`src/rtl/ras_pkg.sv`:
```
// Package for the rational add/subtract/normalize block.
// Holds the item structs, action and status codes and the datapath command and status structs.
// No dependencies.
package ras_pkg;

    localparam logic [1:0] ACT_NORM = 2'd0;
    localparam logic [1:0] ACT_ADD  = 2'd1;
    localparam logic [1:0] ACT_SUB  = 2'd2;
    localparam logic [1:0] ACT_EQ   = 2'd3;

    localparam logic [1:0] ST_OK       = 2'd0;
    localparam logic [1:0] ST_ZERO_DEN = 2'd1;
    localparam logic [1:0] ST_OVERFLOW = 2'd2;

    typedef struct packed {
        logic [1:0]         action;
        logic signed [31:0] first_num;
        logic signed [31:0] first_den;
        logic signed [31:0] second_num;
        logic signed [31:0] second_den;
    } ras_in_t;

    typedef struct packed {
        logic signed [31:0] result_num;
        logic [30:0]        result_den;
        logic               is_equal;
        logic [1:0]         status;
    } ras_out_t;

    // Commands from the controller to the datapath.
    typedef struct packed {
        logic load;      // capture operands, start first multiply
        logic mul2;      // second cross product
        logic mul3;      // denominator product
        logic combine;   // form numerator magnitude, start GCD
        logic gcd_step;  // one subtract-shift step of the GCD
        logic finish;    // load the divider: divisor GCD, both values
        logic div_step;  // one bit of both quotients
        logic emit;      // present the result
    } ras_cmd_t;

    // Status from the datapath to the controller.
    typedef struct packed {
        logic early;     // result known without reduction
        logic gcd_done;
        logic div_done;
    } ras_stat_t;

endpackage

```
`src/rtl/ras_ctrl.sv`:
```
// Controller state machine for the rational block.
// Sequences the datapath through multiply, GCD and division phases. Uses ras_pkg.
module ras_ctrl
    import ras_pkg::*;
(
    input  logic      clk,
    input  logic      rst_n,
    input  logic      start,
    input  ras_stat_t stat,
    output ras_cmd_t  cmd,
    output logic      busy
);

    localparam logic [2:0] S_IDLE = 3'd0;
    localparam logic [2:0] S_MUL2 = 3'd1;
    localparam logic [2:0] S_MUL3 = 3'd2;
    localparam logic [2:0] S_COMB = 3'd3;
    localparam logic [2:0] S_GCD  = 3'd4;
    localparam logic [2:0] S_FIN  = 3'd5;
    localparam logic [2:0] S_DIV  = 3'd6;
    localparam logic [2:0] S_EMIT = 3'd7;

    logic [2:0] state_reg, state_next;

    // Next state and command decode.
    always_comb
    begin
        state_next = state_reg;
        cmd = '0;
        case (state_reg)
            S_IDLE:
            begin
                if (start)
                begin
                    cmd.load = 1'b1;
                    state_next = S_MUL2;
                end
            end
            S_MUL2:
            begin
                cmd.mul2 = 1'b1;
                state_next = S_MUL3;
            end
            S_MUL3:
            begin
                cmd.mul3 = 1'b1;
                state_next = S_COMB;
            end
            S_COMB:
            begin
                cmd.combine = 1'b1;
                state_next = S_GCD;
            end
            S_GCD:
            begin
                if (stat.early)
                    state_next = S_EMIT;
                else if (stat.gcd_done)
                    state_next = S_FIN;
                else
                    cmd.gcd_step = 1'b1;
            end
            S_FIN:
            begin
                cmd.finish = 1'b1;
                state_next = S_DIV;
            end
            S_DIV:
            begin
                if (stat.div_done)
                    state_next = S_EMIT;
                else
                    cmd.div_step = 1'b1;
            end
            S_EMIT:
            begin
                cmd.emit = 1'b1;
                state_next = S_IDLE;
            end
            default: state_next = S_IDLE;
        endcase
    end

    always_ff @(posedge clk or negedge rst_n)
    begin
        if (!rst_n)
            state_reg <= S_IDLE;
        else
            state_reg <= state_next;
    end

    assign busy = (state_reg != S_IDLE);

endmodule

```
`config.mk`:
```
export PLATFORM = sky130hd
export DESIGN_NAME = ras_ctrl
export DESIGN_NICKNAME = d
export VERILOG_FILES = /design/src/rtl/ras_pkg.sv /design/src/rtl/ras_ctrl.sv
export SDC_FILE = /design/constraint.sdc
export NUM_CORES = 1
export LEC_CHECK = 0
export ABC_AREA = 1
export BUFFER_PORTS_ARGS = -buffer_cell sky130_fd_sc_hd__buf_2
export CORE_AREA = 3 3 40 42
export DETAILED_ROUTE_END_ITERATION = 12
export DIE_AREA = 0 0 43 45
export PLACE_DENSITY = 0.48
export SYNTH_ARGS = -nofsm -noshare
export SYNTH_HDL_FRONTEND = slang
export SYNTH_SLANG_ARGS = --single-unit
export TNS_END_PERCENT = 1
```
`constraint.sdc`:
```
create_clock -name clk -period 1.6 [get_ports clk]
set_clock_uncertainty 0.1 [all_clocks]
set_input_delay 0.4 -clock clk [delete_from_list [all_inputs] [get_ports clk]]
set_output_delay 0.4 -clock clk [all_outputs]
set_load 0.01 [all_outputs]
```
======== Yosys cells after proc, flatten, opt, wreduce, memory -nomap -nowiden ========
Cells that the tools add are included.
word-level totals
  register bits ........................... 3
  input port bits ......................... 6
  output and inout bits ................... 9
operators by class
  eq/ne operators ......................... 10
  muxes and demuxes ....................... 17
  reductions and logical operators ........ 3
operator list
  kind                number
  $pmux 3 s8          1
  $eq 3x3->1 const B  4
  $mux 1              12
  $mux 3              4
  $eq 3x2->1 const B  2
  $ne 2x2->1 const B  2
  $eq 3x1->1 const B  1
  $logic_not 3->1     1
  $ne 3x3->1 const B  1
  $reduce_and 3->1    1
  $reduce_bool 3->1   1

======== Depth between registers and ports, before layout ========
Gate-level depths: netlist (run 1).
  depth in word-level cells ............... 3
  gate-level depth with buffers ........... 5
  mapped depth without buffers ............ 5

======== Worst setup path after synthesis (run 1) ========
No wires, ideal clock.
  path type ............................... reg-to-output
  start point ............................. register state_reg[0]
  end point ............................... output port cmd[7] (netlist name)
  data arrival time ....................... 0.908 ns
  path slack .............................. 0.192 ns
  cell stages (with the launch flop) ...... 4
  path through ............................ dfrtp_1 -> nor2_1 -> nand2_1 -> nor2_1
RTL lines
  what                    RTL line        RTL
  from (decl)             ras_ctrl.sv:23  logic [2:0] state_reg, state_next;
  from (signal assigned)  ras_ctrl.sv:89  state_reg <= state_next;
  to (decl)               ras_ctrl.sv:10  output ras_cmd_t cmd,

==> results by stage, run 1 <==
Clock tree:
- The TritonCTS clock tree is yes.
- CTS saw 3 sinks.
- The number of H-tree levels is 1.
- The buffer cell driving the clock tree root is clkbuf_4.
- The clock slew seen by the registers of the worst setup and hold paths is approximately 40 ps.
- The source-to-sink clock delay at the later pin of the worst-skew pair is 230 ps.
- The largest buffer count on any clock path is 2.
- Clock tree synthesis inserted a total of 3 buffers.

Route:
- The number of vias per cell is 3.80.
- The number of remaining DRC errors is 0.
- The final route contains 247 vias.
- For this block, the routed nets add up to between 500 and 600 µm of wire.
- After the first detailed-routing iteration, the DRC count stood at 5.
- The remaining number of nets flagged by the antenna check after routing is 0.
- The per-cell routed wire length is 8.12 µm.
- The iteration count of the initial detailed-routing pass is 2.

Status:
- The flow ran to the end, but the final reports show violations.
- The final reports fail on negative setup slack.

Global routing:
- The sum of overflow across all layers after global routing is 0.
- The global-route wire length before repair is 897 µm.
- Entering global routing, the biggest net connects 7 pins.
- The initial antenna violation count is 0.
- The via count of the first global-routing pass is 239.
- Across every metal layer, demand over resource in global routing totals 6.59%.

Layout:
- In the final layout, the share of cells above drive strength 1 is 58.0%.
- The final-stage net count is 57.
- The flip-flop count of the largest register after layout is 3.
- The antenna cell count is 0.
- Once layout is complete, the utilization of the core stands at between 20 and 30%.
- The number of cells in the finished layout apart from fillers is 65.
- From synthesis to final layout, the design area changed by 90.8%.
- The fill cell total of the finished layout is approximately 140.

Yosys:
- The number of synthesis warnings is 0.
- By count the netlist is led by 7 x nor2_1, 5 x inv_1, 4 x nand2_1.
- The most common cell in the synthesized netlist is nor2_1.
- The largest total area in the synthesized netlist belongs to dfrtp_1.
- The share of the synthesized area in the top cell type is 39.2%.
- After synthesis the cells add up to 191 µm².
- After technology mapping, the gate count stands at 29.
- In the synthesized netlist the async set-or-reset flop fraction comes to 100%.
- Dividing the synthesized area by the synthesized cell count gives 6.60 µm².
- The number of nets in the synthesized netlist is 35.
- The share of the Yosys chip area taken by registers is 39.2%.
- After synthesis, the cell types taking the most area are dfrtp_1 39%, nor2_1 14%, inv_1 9.8%.
- The flip-flop and latch count after synthesis is 3.
- The primary flip-flop cell chosen by synthesis mapping is dfrtp_1.
- The unique cell type count in the Yosys netlist is 10.
- The number of synthesized flops with an enable pin is 0.

Job:
- Max-cap violations in this run came to 0.

Critical path:
- Data on the critical path is required at its endpoint by 1100 ps.
- For this design, the slowest cell found on the critical path is dfrtp_1.
- The reg-to-reg startpoint is state_reg[0]$_DFFE_PN0P_.
- The worst register-to-register path ends at state_reg[0]$_DFFE_PN0P_.
- In this run the worst path has a maximum fanout of 5.
- The type of the setup path with the least slack is reg -> out.
- Counting cells, the worst reg-to-reg path comes to 5.
- The signal on the critical path passes through buf_6 -> nor2_2 -> nand2_1 -> inv_1 -> buf_2.
- The register-to-register path setup slack is about 540 ps.
- The kind of cell with the highest combined delay along the critical path is flip-flops.
- The worst setup path is captured at an output port.
- In this run the worst setup path begins at state_reg[0]$_DFFE_PN0P_.
- STA classifies the critical path startpoint as a flip-flop.
- For the worst setup path, the data arrival time is 1110 ps.
- The biggest cell delay along the critical path is about 410 ps.
- The buffers plus inverters on the worst setup path is 3.

Floorplan:
- The area of the core is 0.00128 mm².
- The initial standard-cell utilization of the core is between 10% and 20%.
- The overall die width is about 43 µm.
- 15 I/O pins were placed.
- The placement row count is 13.
- The die span in y is about 45 µm.
- The die outline area is 0.00194 mm².

Pwr:
- Per report_power, the sequential group accounts for 26.4% of the total.
- The internal portion of total power is a little under 400 µW.
- For this design the total switching power over the nets is 317 µW.
- Power spread over the standard cell area amounts to 1930 mW/mm².
- The worst ir drop on vdd is about 700 µV.
- Net switching is between 40% and 50% of the power.
- The clock network is responsible for a little under a fifth of the overall power.
- Summed over all cells, the static leakage comes to 0.210 nW.
- Per report_power, the combinational group accounts for 54.8% of the total.

Min path:
- The path class of the tightest hold or removal check is in -> reg.
- The depth of the worst hold-timing path is 3.
- The worst hold path begins at stat[2].
- For hold timing, the worst endpoint is state_reg[1]$_DFFE_PN0P_.

STA:
- For the pin with the worst max-slew slack, the measured transition is 151 ps.
- Based on the critical path, the design can be clocked at up to 0.623 GHz.
- The number of pins with negative max-slew slack in the final report is 0.
- The number of failing setup endpoints in the final timing report is 1.
- Setup repair after global routing could not meet its margin everywhere.
- The final setup slack of the worst path is -5.39 ps.
- The routed design could run at a clock period as short as 1610 ps.
- Measured against its own limit, the worst slew margin works out to 90.0%.
- The worst path uses 100% of the clock period.
- The number of failing hold endpoints at the final stage was 0.

Placement:
- Once detailed placement completed, the half-perimeter wirelength came to 433 µm.
- The congestion estimate from routability-driven global placement came to 0.750.
- In this run, placement finished with an instance count of 59.
- The count of buffers added on input and output ports is 14.
power by group through the flow:
stage	clock network [mW]	registers [mW]	logic, mW
floorplan	0	0.163	0.190
global placement	0	0.162	0.321
detailed placement	0	0.161	0.322
CTS	0.138	0.161	0.368
global route	0.154	0.193	0.433
finish	0.132	0.187	0.387
worst reg2reg max path: stages, from the launching register on:
cell     delay, ps
dfrtp_1        410
buf_6          150
nor2_2          90
nand2_1         60
nand3_1         90
nor2_1          50
per-layer routing:
layer / global-route usage [%] / routed length [µm] / vias to the layer above
met5: 0 / 0 / -
met1: 6.31 / 217 / 108
li1: - / - / 131
met3: 5.58 / 44 / 0
met4: 3.61 / 0 / 0
met2: 9.88 / 265 / 8
placed cells by master, fill, tap and decap left out:
| master | n |
|---|---|
| nor2_1 | 5 |
| buf_4 | 1 |
| buf_6 | 1 |
| nor3_2 | 3 |
| inv_1 | 5 |
| dfrtp_2 | 2 |
| nand2_2 | 1 |
| buf_2 | 14 |
| nor2_4 | 1 |
| clkbuf_1 | 1 |
| clkbuf_4 | 3 |
| nand2_1 | 3 |
| nor2_2 | 2 |
| xor2_1 | 1 |
| a21boi_0 | 1 |
| dfrtp_1 | 1 |
| inv_2 | 1 |
| nand3_1 | 3 |
| dlygate4sd3_1 | 1 |
what timing repair did:
action / CTS / global route
endpoints found under the hold margin: 3 / 0
setup buffers: 1 / 0
hold buffers: 1 / 0
pin swaps: 0 / 1
setup endpoints to repair: 5 / 9
gates resized for setup: 3 / 7
how the worst max path moves through the flow:
stage | endpoint | cells past startpoint
6_report | cmd[1] | 5
5_1_grt | cmd[2] | 4
4_1_cts | cmd[7] | 4
3_5_place_dp | cmd[7] | 4
3_3_place_gp | cmd[3] | 4
2_1_floorplan | cmd[7] | 3
final cells by class:
type                            count  area, µm²  share of cell area [%]
Multi-Input combinational cell     20        121                    33.2
Inverter                            6       22.5                    6.16
Tap cell                           15       18.8                    5.14
Sequential cell                     3       77.6                    21.2
Clock buffer                        4       26.3                    7.19
Timing Repair Buffer               17       98.8                    27.1
cells by family (layout without fill, tap and decap cells):
logic type,after synthesis,count (layout),synth area share [%]
XOR/XNOR,1,1,4.58
AO/OA/AOI/OAI,1,1,3.92
buffers and inverters,6,27,11.8
AND/OR/NAND/NOR,18,18,40.5
flip-flops,3,3,39.2
metrics by stage:
stage / setup TNS (ps) / instance area [µm²] / power, mW / setup WS (ps) / hold WS, ps
3_3_place_gp: 0 / 288 / 0.484 / 201 / 98.3
3_5_place_dp: 0 / 288 / 0.483 / 181 / 98.4
4_1_cts: -12.3 / 340 / 0.668 / -12.3 / 341
5_1_grt: -336 / 365 / 0.779 / -60.3 / 343
2_1_floorplan: 0 / 191 / 0.353 / 192 / 4.41
6_report: -5.39 / 365 / 0.706 / -5.39 / 339
Note: power is estimated with default switching activity, not from simulation.
==> run 2: changes to the inputs <==
--- a/config.mk
+++ b/config.mk
@@ -10,7 +10,7 @@
 export CORE_AREA = 3 3 40 42
 export DETAILED_ROUTE_END_ITERATION = 12
 export DIE_AREA = 0 0 43 45
-export PLACE_DENSITY = 0.48
+export PLACE_DENSITY = 0.42
 export SYNTH_ARGS = -nofsm -noshare
 export SYNTH_HDL_FRONTEND = slang
 export SYNTH_SLANG_ARGS = --single-unit
==> run 2 against run 1 <==
Against the previous run:
- the run still ends with negative setup slack left
- total power is 4.1% lower
- worst hold slack got worse by 0.80 ps
- final area down 3.4%
- non-clock buffer count decreased by 1
- critical path type unchanged
==> results by stage, run 2 (same netlist as run 1, synthesis figures left out) <==
Layout:
- The most common cell after layout, fill and taps aside is buf_2.
- Relative to the synthesized area, the layout overhead comes to 84.3%.
- The number of cells in the finished layout apart from fillers is 64 (-1.5%).
- The final-stage net count is 56 (-1.8%).
- In the layout the commonest cells are 14 x buf_2, 5 x inv_1, 5 x nor2_1.
- The flip-flop count of the largest register after layout is 3 (unchanged).
- The area of all placed cells without fillers is 353 µm² (-3.4%).
- The fraction of layout cells with a size suffix above 1 came to 57.1% (-0.86 points).
- The antenna cell count is 0 (unchanged).

Pwr:
- The worst ir drop on vdd was 405 µV (-42%).
- The internal portion of total power is 365 µW (-6.2%).
- The sequential group share of total power is 29.3% (+2.9 points).
- The part of the power in the clock network is 20.2% (+1.5 points).
- The leakage power is 0.202 nW (-4.1%).
- The power spent charging and discharging nets was 312 µW (-1.4%).
- The fraction of power spent switching nets is 46.1% (+1.2 points).
- The combinational share of power came to 50.5% (-4.3 points).
- The ratio of total power to cell area is 1920 mW/mm² (-0.65%).

Clock tree:
- The TritonCTS clock tree is yes.
- The buffer cell driving the clock tree root is clkbuf_4.
- The count of clock tree sinks is 3 (unchanged).
- The source-to-sink clock delay at the later pin of the worst-skew pair came to 230 ps (about the same).
- The clock slew seen by the registers of the worst setup and hold paths came to 40 ps (about the same).
- The largest buffer count on any clock path was 2 (unchanged).
- The number of buffers created by CTS is 3 (unchanged).
- The number of H-tree levels is 1 (unchanged).

Status:
- The run finished, with violations left.
- The checks that failed: negative setup slack.

Global routing:
- The initial antenna violation count was 0 (unchanged).
- The via count of the first global-routing pass is 231 (-3.3%).
- The sum of overflow across all layers after global routing is 0 (unchanged).
- The total global routing track utilization came to 6.85% (+0.26 points).
- The largest net degree at the start of global routing was 7 (unchanged).
- The global-route wire length before repair came to 903 µm (+0.67%).

Placement:
- The final RePlAce weighted congestion is 0.687 (-8.5%).
- The HPWL after detailed placement came to 404 µm (-6.7%).
- The number of buffers inserted by port buffering came to 14 (unchanged).
- The count of placed standard cells including taps is 58 (-1.7%).
- The post-detailed-placement cell area is 280 µm² (-2.6%).

Critical path:
- Walking the worst path, the cells encountered are nor2_4 -> nand2_2 -> nor2_2 -> buf_2.
- The required time at the worst-slack endpoint is 1100 ps (about the same).
- The worst setup path is of the reg -> out kind.
- The slowest library cell on the worst path is dfrtp_2.
- The critical-path maximum fanout was 6 (+1).
- The logic depth of the worst path, buffers included was 4 (-1).
- The worst endpoint data arrival time was 1110 ps (about the same).
- The family with the most delay on the worst path is flip-flops.
- Tracing the worst setup path back leads to its startpoint at state_reg[0]$_DFFE_PN0P_.
- The register-to-register path setup slack is 570 ps (+30 ps).
- The nature of the critical path endpoint is an output port.
- The biggest cell delay along the critical path came to 440 ps (+30 ps).
- The depth of the worst register-to-register path came to 4 (-1).
- The startpoint class of the critical path is a flip-flop.
- The buffers plus inverters on the worst setup path was 1 (-2).
- In this run the worst setup path terminates at cmd[7].
- The endpoint identified for the worst register-to-register timing path is state_reg[0]$_DFFE_PN0P_.
- The startpoint identified for the worst register-to-register timing path is state_reg[0]$_DFFE_PN0P_.

Floorplan:
- The die span in y is 45 µm (unchanged).
- The initial standard-cell utilization of the core was 14.9% (unchanged).
- The area of the core is 0.00128 mm² (unchanged).
- The placement row count was 13 (unchanged).
- The die outline area is 0.00194 mm² (unchanged).
- The I/O pin count is 15 (unchanged).
- The overall die width is 43 µm (unchanged).

STA:
- The total negative setup slack is -9.18 ps (-3.79 ps).
- The number of failing hold endpoints at the final stage is 0 (unchanged).
- The final setup slack of the worst path is -7.98 ps (-2.58 ps).
- The achievable frequency is 0.622 GHz (-0.16%).
- The final critical-path share of the clock period was 100% (+0.16 points).
- The measured slew at the worst slew-check pin is 157 ps (+6.14 ps).
- The number of pins with negative max-slew slack in the final report was 0 (unchanged).
- The worst relative slew slack is 89.5% (-0.49 points).
- The number of failing setup endpoints in the final timing report is 2 (+1).
- The clock period minus worst slack is 1610 ps (+2.58 ps).
- Setup repair after global routing could not meet its margin everywhere.

Route:
- The iteration count of the initial detailed-routing pass was 2 (unchanged).
- The highest metal layer used by the detailed router is met4.
- The total number of vias is 243 (-1.6%).
- The number of vias per cell is 3.80 (about the same).
- The total met2 wirelength after detailed routing is 270 µm (+1.9%).
- The routed metal-1 wirelength is 214 µm (-1.4%).
- The per-cell routed wire length is 8.48 µm (+4.4%).
- The DRC violation total after the first TritonRoute iteration is 3 (-2).
- The number of remaining DRC errors is 0 (unchanged).
- The sum of routed wire length over all layers is 543 µm (+2.8%).
- The remaining number of nets flagged by the antenna check after routing is 0 (unchanged).
- The met3 wirelength from detailed routing is 48 µm (+9.1%).

Min path:
- The worst hold-check path type is in -> reg.

Job:
- The max-cap violation count was 0 (unchanged).
==> run 2: worst reg2reg max path, cell delays in order (launching register included) <==
cell and delay (ps):
dfrtp_2 440, nor2_4 150, nand3_1 100, nand3_1 80, nor2_1 40
==> run 2: power groups by stage <==
stage	registers, mW	clock network, mW	logic, mW
2_1_floorplan	0.163	0	0.190
3_3_place_gp	0.174	0	0.293
3_5_place_dp	0.173	0	0.287
4_1_cts	0.172	0.143	0.322
5_1_grt	0.211	0.154	0.384
6_report	0.198	0.137	0.342
==> run 2: layer usage <==
metal,GRT usage (%),vias up
met5,0,-
met2,8.68,7
met4,5.42,0
li1,-,129
met3,5.18,2
met1,7.54,105
==> run 2: how the worst min path moves through the flow <==
stage          startpoint                  endpoint  slack (ps)  cells after the start
5_1_grt           stat[2]  state_reg[1]$_DFFE_PN0P_         380                      3
2_1_floorplan       rst_n  state_reg[0]$_DFFE_PN0P_           4                      0
3_3_place_gp        rst_n  state_reg[1]$_DFFE_PN0P_         100                      1
4_1_cts           stat[2]  state_reg[1]$_DFFE_PN0P_         340                      3
6_report          stat[2]  state_reg[1]$_DFFE_PN0P_         340                      3
3_5_place_dp        rst_n  state_reg[0]$_DFFE_PN0P_         100                      1
==> run 2: layout make-up <==
class	instances	area [µm²]
clock buffers	4	26.3
flip-flops and latches	3	78.8
well taps	15	18.8
repair buffers	16	87.6
fillers	154	932
multi-input cells	20	116
inverters	6	25.0
==> run 2: timing repair <==
item                                    in CTS  in global routing
buffers inserted                             1                  0
hold endpoints to repair                     3                  0
pin swaps                                    1                  3
hold buffers                                 1                  0
endpoints found under the setup margin       4                  9
gates resized for setup                      2                  8
==> run 2: stage by stage <==
stage | hold slack (ps) | power [mW] | worst slack, ps | util [%]
floorplan | 4.41 | 0.353 | 192 | -
global placement | 102 | 0.467 | 154 | 21.8
detailed placement | 96.5 | 0.460 | 157 | 21.8
CTS | 340 | 0.637 | -28.7 | 25.8
global route | 380 | 0.749 | -78.4 | 27.5
finish | 338 | 0.677 | -7.98 | 27.5
==> run 3: changes to the inputs <==
--- a/config.mk
+++ b/config.mk
@@ -11,6 +11,7 @@
 export DETAILED_ROUTE_END_ITERATION = 12
 export DIE_AREA = 0 0 43 45
 export PLACE_DENSITY = 0.42
+export RECOVER_POWER = 100
 export SYNTH_ARGS = -nofsm -noshare
 export SYNTH_HDL_FRONTEND = slang
 export SYNTH_SLANG_ARGS = --single-unit
==> run 3 against run 2 <==
Against the previous run:
- the run still ends with negative setup slack left
- cell count unchanged
- register-to-register slack hardly changed
- critical path type unchanged
- die area unchanged
- critical path depth did not move
- combinational power about the same
- maximum frequency is the same
- setup slack unchanged
- via count did not move
==> results by stage, run 3 (same netlist as run 1, synthesis figures left out) <==
Global routing:
- The largest net degree at the start of global routing is 7 (unchanged).
- The initial antenna violation count came to 0 (unchanged).
- The total global routing track utilization is 6.85% (unchanged).
- The global-route wire length before repair came to 903 µm (unchanged).
- The sum of overflow across all layers after global routing is 0 (unchanged).
- The via count of the first global-routing pass came to 231 (unchanged).

Layout:
- The antenna cell count is 0 (unchanged).
- The flip-flop count of the largest register after layout is 3 (unchanged).
- The fraction of layout cells with a size suffix above 1 came to 55.1% (-2.0 points).
- The fill cell total of the finished layout is 154 (unchanged).
- The library cells used most frequently in the layout, excluding fill and tap cells, are 13 x buf_2, 5 x inv_1, 5 x nor2_1.
- The area of all placed cells without fillers is 352 µm² (-0.35%).
- Leaving out fill and tap cells, the most frequent cell in the layout is buf_2.
- The final-stage net count is 56 (unchanged).
- Compared with the post-synthesis result, the final layout area differs by 83.7%.

Pwr:
- The internal portion of total power is 365 µW (about the same).
- The part of the power in the clock network was 20.2% (about the same).
- The power spent charging and discharging nets is 313 µW (about the same).
- The ratio of total power to cell area was 1930 mW/mm² (+0.30%).
- The worst ir drop on vdd is 405 µV (about the same).
- The sequential group share of total power is 29.3% (about the same).
- The leakage power is 0.199 nW (-1.4%).
- The total power of the final layout is 677 µW (about the same).
- The fraction of power spent switching nets is 46.2% (about the same).
- The combinational share of power is 50.5% (about the same).

Clock tree:
- The clock slew seen by the registers of the worst setup and hold paths is 40 ps (about the same).
- The count of clock tree sinks is 3 (unchanged).
- The largest buffer count on any clock path is 2 (unchanged).
- TritonCTS built the clock tree.
- The source-to-sink clock delay at the later pin of the worst-skew pair is 230 ps (about the same).
- The buffer cell driving the clock tree root is clkbuf_4.
- The number of buffers created by CTS is 3 (unchanged).
- The number of H-tree levels is 1 (unchanged).

Min path:
- The worst hold-check path type is in -> reg.

Route:
- The met3 wirelength from detailed routing is 48 µm (unchanged).
- The remaining number of nets flagged by the antenna check after routing is 0 (unchanged).
- The routed metal-1 wirelength came to 212 µm (-0.93%).
- The number of vias per cell came to 3.80 (unchanged).
- The iteration count of the initial detailed-routing pass is 2 (unchanged).
- In this run the top signal layer used is met4.
- The total met2 wirelength after detailed routing is 270 µm (unchanged).
- The DRC violation total after the first TritonRoute iteration is 3 (unchanged).
- The per-cell routed wire length is 8.45 µm (-0.37%).
- The total number of vias is 243 (unchanged).
- The sum of routed wire length over all layers is 541 µm (-0.37%).
- The number of remaining DRC errors is 0 (unchanged).

STA:
- The final setup slack of the worst path is -7.98 ps (unchanged).
- The achievable frequency is 0.622 GHz (unchanged).
- The clock period minus worst slack came to 1610 ps (unchanged).
- The measured slew at the worst slew-check pin was 157 ps (unchanged).
- The number of failing setup endpoints in the final timing report is 2 (unchanged).
- The final critical-path share of the clock period came to 100% (unchanged).
- The number of failing hold endpoints at the final stage is 0 (unchanged).
- The number of pins with negative max-slew slack in the final report is 0 (unchanged).
- Setup repair after global routing could not meet its margin everywhere.
- The worst relative slew slack is 89.5% (unchanged).

Critical path:
- The slowest library cell on the worst path is dfrtp_2.
- STA classifies the critical path startpoint as a flip-flop.
- The critical path goes through nor2_4 -> nand2_2 -> nor2_2 -> buf_2.
- The worst endpoint data arrival time was 1110 ps (about the same).
- STA classifies the critical path endpoint as an output port.
- The biggest cell delay along the critical path is 440 ps (about the same).
- The required time at the worst-slack endpoint came to 1100 ps (about the same).
- The type of the setup path with the least slack is reg -> out.
- The critical-path maximum fanout was 6 (unchanged).

Status:
- The run finished, with violations left.
- The final reports fail on negative setup slack.

Placement:
- The post-detailed-placement cell area is 280 µm² (unchanged).
- The final RePlAce weighted congestion is 0.687 (unchanged).
- The HPWL after detailed placement came to 404 µm (unchanged).
- The number of buffers inserted by port buffering is 14 (unchanged).

Floorplan:
- The die outline area was 0.00194 mm² (unchanged).
- The area of the core is 0.00128 mm² (unchanged).
- The I/O pin count is 15 (unchanged).
- The placement row count is 13 (unchanged).
- The overall die width is 43 µm (unchanged).
- The die span in y is 45 µm (unchanged).
- The initial standard-cell utilization of the core is 14.9% (unchanged).

Job:
- The max-cap violation count is 0 (unchanged).
## run 3: changes by cell type in the layout (fill, tap and decap cells not counted), sizes merged
| cell | change |
|---|---|
| buf | -1 |
| clkbuf | +1 |
## run 3: through the flow
step,hold WS [ps],utilization (%),setup slack [ps],instances,setup TNS [ps]
2_1_floorplan,4.41,-,192,29,0
3_3_place_gp,102,21.8,154,58,0
3_5_place_dp,96.5,21.8,157,58,0
4_1_cts,340,25.8,-28.7,64,-59.9
5_1_grt,380,27.4,-78.4,64,-264
6_report,338,27.4,-7.98,64,-9.18
## run 3: power groups by stage
stage,sequential [mW],clock [mW],combinational [mW]
6_report,0.198,0.137,0.342
5_1_grt,0.211,0.154,0.384
4_1_cts,0.172,0.143,0.322
3_5_place_dp,0.173,0,0.287
3_3_place_gp,0.174,0,0.293
2_1_floorplan,0.163,0,0.190
## run 3: worst paths after layout
path / cells past startpoint / slack (ps) / to / startpoint
worst max-delay path: 4 / -8 / cmd[7] / state_reg[0]$_DFFE_PN0P_
min in group asynchronous: 2 / 410 / state_reg[2]$_DFFE_PN0P_ / rst_n
max in group asynchronous: 2 / 830 / state_reg[0]$_DFFE_PN0P_ / rst_n
worst max register to register: 4 / 570 / state_reg[0]$_DFFE_PN0P_ / state_reg[0]$_DFFE_PN0P_
worst min-delay path: 3 / 340 / state_reg[1]$_DFFE_PN0P_ / stat[2]
worst min register to register: 1 / 420 / state_reg[0]$_DFFE_PN0P_ / state_reg[0]$_DFFE_PN0P_
## run 3: cell type report
cell class	instances	area, µm²	share of cell area [%]
clock buffers	4	26.3	7.47
inverters	6	25.0	7.12
multi-input cells	20	116	33.1
flip-flops and latches	3	78.8	22.4
well taps	15	18.8	5.34
repair buffers	16	86.3	24.6
## run 3: timing repair
| action | CTS | global route |
|---|---|---|
| pin swaps | 1 | 3 |
| endpoints found under the hold margin | 3 | 0 |
| buffers inserted | 1 | 0 |
| cloned | 0 | 0 |
| gates resized for setup | 2 | 8 |
| endpoints found under the setup margin | 4 | 9 |
| hold buffers | 1 | 0 |
## run 3: worst max-delay path, delay by kind of cell (launching register included)
kind	cells	cell delay, ps
flops	1	440
buf+inv	1	120
simple gates	3	310
## run 3: metal layers
layer  GRT usage, %  up-vias
met5              0        -
met4           5.42        0
met3           5.18        2
met2           8.68        7
met1           7.54      105
li1               -      129
